File: config.mk
export PLATFORM = sky130hd
export DESIGN_NAME = integer_array_sorter_core
export DESIGN_NICKNAME = d
export VERILOG_FILES = /design/src/design/iasrt_pkg.sv /design/src/design/iasrt_front.sv /design/src/design/iasrt_back.sv /design/src/design/integer_array_sorter_core.sv
export SDC_FILE = /design/constraint.sdc
export NUM_CORES = 2
export LEC_CHECK = 0
export BUFFER_PORTS_ARGS = -buffer_cell sky130_fd_sc_hd__buf_2
export CORE_MARGIN = 2
export CORE_UTILIZATION = 45
export DETAILED_ROUTE_END_ITERATION = 8
export PLACE_DENSITY_LB_ADDON = 0.25
export SYNTH_ARGS = -nofsm -noshare
export SYNTH_HDL_FRONTEND = slang
export SYNTH_SLANG_ARGS = --single-unit
File: constraint.sdc
create_clock -name i_clk -period 8.6 [get_ports i_clk]
set_input_delay 0.43 -clock i_clk [delete_from_list [all_inputs] [get_ports i_clk]]
set_output_delay 0.43 -clock i_clk [all_outputs]
set_load 0.05 [all_outputs]
File: src/design/iasrt_pkg.sv
// Package for the integer array sorter: sizes, item structs, queue entry and FSM state.
// No dependencies.
package iasrt_pkg;

    localparam int MAX_ITEMS = 32;
    localparam int CNT_W     = $clog2(MAX_ITEMS + 1);
    localparam int VAL_W     = 32;

    typedef struct packed {
        logic signed [VAL_W-1:0] item_value;
        logic                    last_item;
    } t_in_item;

    typedef struct packed {
        logic signed [VAL_W-1:0] sorted_value;
        logic                    last_result;
        logic                    items_dropped;
    } t_out_item;

    typedef struct packed {
        logic signed [VAL_W-1:0] value;
        logic                    store;
        logic                    last;
    } t_entry;

    typedef enum logic {
        ST_LOAD,
        ST_EMIT
    } t_state;

endpackage

File: src/design/iasrt_front.sv
// Front end: accepts input items, tags each as stored or dropped, and queues it.
// Depends on iasrt_pkg.
module iasrt_front (
    input  logic              i_clk,
    input  logic              i_rst_n,
    input  logic              i_in_valid,
    output logic              o_in_ready,
    input  iasrt_pkg::t_in_item i_in_item,
    output logic              o_q_valid,
    input  logic              i_q_ready,
    output iasrt_pkg::t_entry o_q_entry
);
    import iasrt_pkg::*;

    t_entry           r_q [2];
    logic             r_wp, n_wp;
    logic             r_rp, n_rp;
    logic [1:0]       r_fill, n_fill;
    logic [CNT_W-1:0] r_set_cnt, n_set_cnt;
    logic             push, pop;
    t_entry           w_entry;

    assign o_in_ready = (r_fill != 2'd2);
    assign o_q_valid  = (r_fill != 2'd0);
    assign o_q_entry  = r_q[r_rp];
    assign push       = i_in_valid && o_in_ready;
    assign pop        = o_q_valid && i_q_ready;

    always_comb begin
        w_entry.value = i_in_item.item_value;
        w_entry.store = (r_set_cnt < CNT_W'(MAX_ITEMS));
        w_entry.last  = i_in_item.last_item;
        n_set_cnt     = r_set_cnt;
        if (push) begin
            if (i_in_item.last_item) begin
                n_set_cnt = '0;
            end else if (w_entry.store) begin
                n_set_cnt = r_set_cnt + CNT_W'(1);
            end
        end
        n_wp   = push ? ~r_wp : r_wp;
        n_rp   = pop ? ~r_rp : r_rp;
        n_fill = r_fill + {1'b0, push} - {1'b0, pop};
    end

    always_ff @(posedge i_clk) begin
        if (push) begin
            r_q[r_wp] <= w_entry;
        end
    end

    always_ff @(posedge i_clk) begin
        if (!i_rst_n) begin
            r_wp      <= 1'b0;
            r_rp      <= 1'b0;
            r_fill    <= 2'd0;
            r_set_cnt <= '0;
        end else begin
            r_wp      <= n_wp;
            r_rp      <= n_rp;
            r_fill    <= n_fill;
            r_set_cnt <= n_set_cnt;
        end
    end

endmodule

File: src/design/iasrt_back.sv
// Back end: insertion chain of sorted cells, emission sequencer and output register.
// Depends on iasrt_pkg.
module iasrt_back (
    input  logic                 i_clk,
    input  logic                 i_rst_n,
    input  logic                 i_q_valid,
    output logic                 o_q_ready,
    input  iasrt_pkg::t_entry    i_q_entry,
    output logic                 o_out_valid,
    input  logic                 i_out_ready,
    output iasrt_pkg::t_out_item o_out_item
);
    import iasrt_pkg::*;

    logic signed [VAL_W-1:0] r_cell [MAX_ITEMS];
    logic signed [VAL_W-1:0] n_cell [MAX_ITEMS];
    logic [MAX_ITEMS-1:0]    gt;
    t_state                  r_state, n_state;
    logic [CNT_W-1:0]        r_cnt, n_cnt;
    logic [CNT_W-1:0]        r_rem, n_rem;
    logic                    r_ovf, n_ovf;
    logic                    r_out_valid, n_out_valid;
    t_out_item               r_out, n_out;
    logic                    pop, slot_free;

    // cells at or above the count act as empty (greater than anything)
    always_comb begin
        for (int i = 0; i < MAX_ITEMS; i++) begin
            gt[i] = (CNT_W'(i) >= r_cnt) || (r_cell[i] > i_q_entry.value);
        end
    end

    assign o_q_ready   = (r_state == ST_LOAD);
    assign pop         = i_q_valid && o_q_ready;
    assign slot_free   = !r_out_valid || i_out_ready;
    assign o_out_valid = r_out_valid;
    assign o_out_item  = r_out;

    always_comb begin
        n_state     = r_state;
        n_cnt       = r_cnt;
        n_rem       = r_rem;
        n_ovf       = r_ovf;
        n_cell      = r_cell;
        n_out       = r_out;
        n_out_valid = r_out_valid && !i_out_ready;
        unique case (r_state)
            ST_LOAD: begin
                if (pop) begin
                    if (i_q_entry.store) begin
                        for (int i = 0; i < MAX_ITEMS; i++) begin
                            if (gt[i]) begin
                                if (i == 0) begin
                                    n_cell[i] = i_q_entry.value;
                                end else if (!gt[i-1]) begin
                                    n_cell[i] = i_q_entry.value;
                                end else begin
                                    n_cell[i] = r_cell[i-1];
                                end
                            end
                        end
                        n_cnt = r_cnt + CNT_W'(1);
                    end else begin
                        n_ovf = 1'b1;
                    end
                    if (i_q_entry.last) begin
                        n_rem   = i_q_entry.store ? r_cnt + CNT_W'(1) : r_cnt;
                        n_state = ST_EMIT;
                    end
                end
            end
            ST_EMIT: begin
                if (slot_free) begin
                    n_out.sorted_value  = r_cell[0];
                    n_out.last_result   = (r_rem == CNT_W'(1));
                    n_out.items_dropped = (r_rem == CNT_W'(1)) && r_ovf;
                    n_out_valid         = 1'b1;
                    for (int i = 0; i < MAX_ITEMS - 1; i++) begin
                        n_cell[i] = r_cell[i+1];
                    end
                    n_rem = r_rem - CNT_W'(1);
                    if (r_rem == CNT_W'(1)) begin
                        n_cnt   = '0;
                        n_ovf   = 1'b0;
                        n_state = ST_LOAD;
                    end
                end
            end
            default: begin
                n_state = ST_LOAD;
            end
        endcase
    end

    always_ff @(posedge i_clk) begin
        r_cell <= n_cell;
        r_out  <= n_out;
    end

    always_ff @(posedge i_clk) begin
        if (!i_rst_n) begin
            r_state     <= ST_LOAD;
            r_cnt       <= '0;
            r_rem       <= '0;
            r_ovf       <= 1'b0;
            r_out_valid <= 1'b0;
        end else begin
            r_state     <= n_state;
            r_cnt       <= n_cnt;
            r_rem       <= n_rem;
            r_ovf       <= n_ovf;
            r_out_valid <= n_out_valid;
        end
    end

endmodule

File: src/design/integer_array_sorter_core.sv
// Top level of the integer array sorter: front end, two-entry queue, insertion-chain back end.
// Depends on iasrt_pkg, iasrt_front, iasrt_back.
//
//   channel | direction | handshake                  | payload
//   in      | input     | i_in_valid / o_in_ready    | i_in_item  (t_in_item)
//   out     | output    | o_out_valid / i_out_ready  | o_out_item (t_out_item)
//
// Each element enters the insertion chain when the back end takes it, so a set streams in
// at one item per cycle while loading. An item marked last starts emission: one result per
// stored element per cycle from the chain head; the queue accepts up to two items meanwhile.
// Reset (synchronous, active low) empties the queue and clears count and drop flag.
// Output stalls hold the result register and pause emission; input is not blocked by them
// until the queue fills.
module integer_array_sorter_core (
    input  logic                 i_clk,
    input  logic                 i_rst_n,
    input  logic                 i_in_valid,
    output logic                 o_in_ready,
    input  iasrt_pkg::t_in_item  i_in_item,
    output logic                 o_out_valid,
    input  logic                 i_out_ready,
    output iasrt_pkg::t_out_item o_out_item
);
    import iasrt_pkg::*;

    logic   q_valid;
    logic   q_ready;
    t_entry q_entry;

    iasrt_front u_front (
        .i_clk      (i_clk),
        .i_rst_n    (i_rst_n),
        .i_in_valid (i_in_valid),
        .o_in_ready (o_in_ready),
        .i_in_item  (i_in_item),
        .o_q_valid  (q_valid),
        .i_q_ready  (q_ready),
        .o_q_entry  (q_entry)
    );

    iasrt_back u_back (
        .i_clk       (i_clk),
        .i_rst_n     (i_rst_n),
        .i_q_valid   (q_valid),
        .o_q_ready   (q_ready),
        .i_q_entry   (q_entry),
        .o_out_valid (o_out_valid),
        .i_out_ready (i_out_ready),
        .o_out_item  (o_out_item)
    );

endmodule
======== Word-level counts from Yosys, hierarchy flattened ========
Memory sizes are Yosys's and may differ from the RTL's. A register that Yosys moved wholly into a read port is not among the register bits.
Cells that the tools add are included.
storage, ports and cells
  bits in registers ....................... 1083
  bits in latches ......................... 0
  bits in writable memories ............... 68
  ROM bits ................................ 0
  input bits .............................. 37
  output and inout bits ................... 36
  logic and storage cells ................. 329
  memories ................................ 1
memories
  memory       depth  width  rd ports  clocked after Yosys merged registers in  wr ports  RTL line           RTL
  u_front.r_q  2      34     1         1                                        1         iasrt_front.sv:15  t_entry r_q [2];
operators by class
  add/sub/neg operators ................... 5
  multiply operators ...................... 0
  div/mod/pow operators ................... 0
  magnitude comparators ................... 65
  equality and inequality tests ........... 39
  shifts and indexed selects .............. 0
  mux-type cells .......................... 94
  bitwise operators ....................... 3
  reduce and logical (&&, ||, !) cells .... 78
operators with widths
  operator                                                          number
  2-to-1 mux 1024 bit                                               2
  2-to-1 mux 32 bit                                                 63
  one-hot mux 992 bit (2 select lines)                              1
  greater-than comparator 32 bit                                    32
  2-to-1 mux 992 bit                                                1
  AND reduction 4 bit                                               33
  greater-or-equal comparator 5 x 6 -> 1 bit, first input constant  16
  != test 2 bit, second input constant                              38
  2-to-1 mux 6 bit                                                  9
  greater-or-equal comparator 4 x 6 -> 1 bit, first input constant  8
  logical OR 1 bit                                                  33
  greater-or-equal comparator 3 x 6 -> 1 bit, first input constant  4
  one-hot mux 6 bit (2 select lines)                                2
  2-to-1 mux 1 bit                                                  14
  adder 6 x 1 -> 6 bit, second input constant                       2
  greater-or-equal comparator 1 x 6 -> 1 bit, first input constant  2
  greater-or-equal comparator 2 x 6 -> 1 bit, first input constant  2
  equality test 6 x 1 -> 1 bit, second input constant               1
  less-than comparator 6 bit, second input constant                 1
  AND reduction 3 bit                                               2
  subtractor 6 x 1 -> 6 bit, second input constant                  1
  logical AND 1 bit                                                 4
  one-hot mux 1 bit (2 select lines)                                2
  AND reduction 2 bit                                               2
  5 further kinds                                                   9

======== Depth between registers and ports, before layout ========
  depth in word-level cells ............... 7
  gate-level depth with buffers ........... 15
  gate-level depth less buffers ........... 11

======== Hierarchy ========
From an unflattened synthesis, not the netlist that was laid out.
second synthesis, totals
  cells, all modules ...................... 7719
  area total of the unflattened synthesis .. 78990.8 sq um
by module, submodules not included
  module       times used  cells each  area an instance (sq um)  seq. area each (sq um)
  iasrt_back   1           7548        75947.8                   32070.8
  iasrt_front  1           171         3042.9                    2262.2

======== Worst setup path before layout ========
No wires, ideal clock.
  path kind ............................... flip-flop to flip-flop
  start ................................... reg (tool-made name)
  end ..................................... reg u_back.r_cell[768] in the netlist's numbering (enable)
  library setup time ...................... 0.432 ns
  data arrival time ....................... 5.496 ns
  data required time ...................... 8.168 ns
  setup slack ............................. 2.672 ns
  stages on the path, launching flop included .. 16
  buffers on the path ..................... 4
  cells stage by stage .................... dfxtp_1 > clkbuf_1 > buf_1 > mux2_2 > inv_1 > ha_1 > a21oi_1 > o21ai_0 > a221oi_1 > o221ai_1 > a31oi_1 > o221ai_1 > and2_1 > clkbuf_1 > clkbuf_1 > a21oi_1
RTL lines
  what                  RTL line          RTL
  to (signal assigned)  iasrt_back.sv:96  r_cell <= n_cell;
  to (decl)             iasrt_back.sv:15  logic signed [VAL_W-1:0] r_cell [MAX_ITEMS];

==> out/metrics.csv <==
metric,value,unit
status,"finished, final reports clean",
DRT Pass-1 Iters,8,
cell area after synthesis,0.0785,sq mm
H-tree depth,4,
Mapped Nets,8771,
Antenna Nets Post-Route,0,
RSZ-0062 raised after global routing,false,
CTS Buf Count,140,
share of layout cells above drive strength 1,0.0851,
"Clk Latency, worst-skew pair",0.81,ns
main combinational cell family by area after synthesis,compound AO/OA/AOI/OAI gates,
pins over their slew limit,0,
dominant synthesized flop cell,edfxtp_1,
GR Overflow Total,0,
P_leak,35.9,nW
DRC,0,
crit path cell chain,mux2_2 -> inv_2 -> buf_4 -> ha_1 -> nand4_1 -> nor4_1 -> o31ai_1 -> a21boi_0 -> a2111oi_4 -> buf_4 -> a21oi_4,
clock root cell,clkbuf_16,
number of synthesized register bits,1152,
post-CTS setup buffer count,0,
Hold Buf Count CTS,34,
gpl congestion,0.973,
Crit. End Element,flop,
kind of critical path,reg2reg,
CTS tree,done,
Setup Skew,0.0452,ns
Die Y,422,um
Starting Density,0.452,
Post-synth EDFFs,1126,
clk sinks,1152,
HP Class,in2reg,
Vias/cell,6.88,
final hold vios,0,
routed vias,69500,
floorplan row count,153,
crit path DAT,7.17,ns
cell mode on critical path,buf_4,
Synth Area in Compound Gates,0.194,
DRT iter0 DRCs,9312,
"Distinct cells, synth",73,
io pins,73,
drt wl/cell,31.0,um
CP peak stage delay,1.00,ns
Final Core Density,0.501,
Die W,422,um
Fmax,0.148,GHz
die area,0.178,sq mm
Total Nets Final,8717,
Syn. warnings,0,
port bufs,72,
CP Launch Type,flop,
largest net degree at the start of global routing,191,
total wire length,313000,um
Worst EP required,9.01,ns
critical path peak fanout,64,
slew margin rel.,0.0343,
DP HPWL,216000,um
syn avg cell area,10.2,sq um
first-pass GRT wire length,450000,um
crit path time final,6.76,ns
Worst-path clk slew,0.06,ns
PD cells,454,mW/mm^2
CTS max path bufs,3,
GRT Total Usage,0.339,
final setup fails,0,
ys async rst share,0,
post-synthesis mux area share,0.0366,
post_cts resized,0,
initial antenna violation count,13,
Post-Synthesis Cells,7702,
crit share post-route,0.786,
critical path's slowest cell,dfxtp_1,
Worst Max-Slew Pin Slew,1.43,ns
Core Footprint,0.174,sq mm
Layout area overhead,10.8,%
Post-Synth Adder-Cell Area,0.164,
Max-cap violations,0,
sequential share of the synthesized area,0.437,
number of global-route vias before repair,66700,
Synth Area in XOR/XNOR,0.000892,
setup TNS,0,ns
maximum VDD drop,0.325,mV
Post-Synth Simple-Gate Area,0.137,
## routing by layer
| layer | share of wire | GRT usage | routed length (um) | vias up |
|---|---|---|---|---|
| met1 | 0.38 | 0.432 | 118000 | 34100 |
| met2 | 0.43 | 0.512 | 136000 | 4449 |
| met4 | 0.078 | 0.231 | 24500 | 6 |
| li1 | - | - | - | 29800 |
| met5 | 0.00013 | 0 | 41 | - |
| met3 | 0.11 | 0.0791 | 34300 | 1131 |
## synth_stat cells, drive strengths merged, types with 9 or more instances
library cell	number	area, sq um
o31a	9	78.8
nor4	30	188
a2111oi	13	170
a221o	684	6850
o21ai	372	1860
edfxtp	1126	33800
nor2	813	3050
dfxtp	26	521
or4	10	75.1
buf	61	300
o311ai	9	78.8
a21oi	637	3190
o211ai	47	353
nand4	235	1470
nor3	47	267
a221oi	16	146
nand2	1135	4260
a22oi	13	97.6
inv	102	383
o31ai	12	90.1
a31oi	13	81.3
a211oi	46	370
a21boi	30	225
and2	20	125
mux2	67	754
nand2b	12	75.1
o21a	25	188
nand3	127	636
nor2b	44	275
clkbuf	433	1630
or3	14	87.6
ha	1032	12900
o22ai	31	194
o2bb2ai	11	96.3
a21o	101	758
mux2i	212	2120
## cell type report
type | count | area (sq um)
Antenna cell | 8 | 20.0
Clock buffer | 174 | 3800
Clock inverter | 77 | 711
Fill cell | 15800 | 86600
Inverter | 103 | 389
Multi-Input combinational cell | 5953 | 42600
Sequential cell | 1152 | 34300
Tap cell | 2325 | 2910
Timing Repair Buffer | 298 | 2250
## layout by cell type, fill, tap and decap left out, drive strengths merged, types with 46 or more instances in the layout
master	synthesis	routed
inv	102	106
a221o	684	684
nand2	1135	1135
nor3	47	47
a21oi	637	637
clkbuf	433	174
nand3	127	127
mux2	67	67
mux2i	212	212
buf	61	264
o21ai	372	372
a211oi	46	46
clkinv	1	56
nand4	235	235
o211ai	47	47
nor2	813	813
ha	1032	1032
edfxtp	1126	1126
a21o	101	101
## where the power goes
group          switching (mW)  total (mW)  internal [mW]
Clock                    2.58        6.07           3.49
Sequential               3.43        14.2           10.8
Combinational            12.7        19.2           6.47
Total                    18.7        39.5           20.7
## registers in the layout, indices dropped and copies added, names as in the netlist, named ones only
register / count
u_back.r_state: 1
u_back.r_ovf: 1
u_front.r_wp: 1
u_front.r_set_cnt: 6
u_back.r_cnt: 6
u_back.r_rem: 6
u_back.o_out_item: 34
u_front.r_q: 68
u_back.r_cell: 1024
u_back.o_out_valid: 1
u_front.r_rp: 1
u_front.r_fill: 2
## worst paths after layout
| kind | from | to | slack (ns) | depth (start not counted) |
|---|---|---|---|---|
| max | flop | u_back.r_cell[225] | 1.84 | 11 |
| min | i_rst_n | u_front.r_set_cnt[5] | 0.09 | 3 |
| min reg2reg | u_back.r_ovf | u_back.r_ovf | 0.49 | 2 |
| max reg2reg | flop | u_back.r_cell[225] | 1.84 | 11 |
## critical path: cells and delay by family (launching register included)
| kind | cells | cell delay (ns) |
|---|---|---|
| fa+ha+maj | 1 | 0.35 |
| buf+inv | 3 | 1.24 |
| mux | 1 | 0.80 |
| flops | 1 | 1.00 |
| simple gates | 2 | 1.16 |
| compound gates | 4 | 1.77 |
## metrics by stage
step / hold slack, ns / std cells / instance area [sq um] / worst slack, ns / total power, mW
5_1_grt: 0.110 / 10100 / 87000 / 1.71 / 41.4
3_5_place_dp: 0.472 / 9797 / 82200 / 2.13 / 32.6
3_3_place_gp: 0.464 / 9797 / 82200 / 2.18 / 31.8
2_1_floorplan: 0.429 / 7702 / 78500 / 2.67 / 24.7
6_report: 0.0873 / 10100 / 87000 / 1.84 / 39.5
4_1_cts: 0.0449 / 10100 / 87000 / 2.12 / 38.7
## cell families after synthesis
| group | count (synthesis) |
|---|---|
| AOI/OAI and AO/OA | 2117 |
| xor gates and xnor gates | 8 |
| adders and majority gates | 1032 |
| buffers and inverters | 597 |
| DFF | 1152 |
| muxes | 279 |
| and+or+nand+nor | 2517 |
No activity file was read; power rests on OpenSTA's default activity.
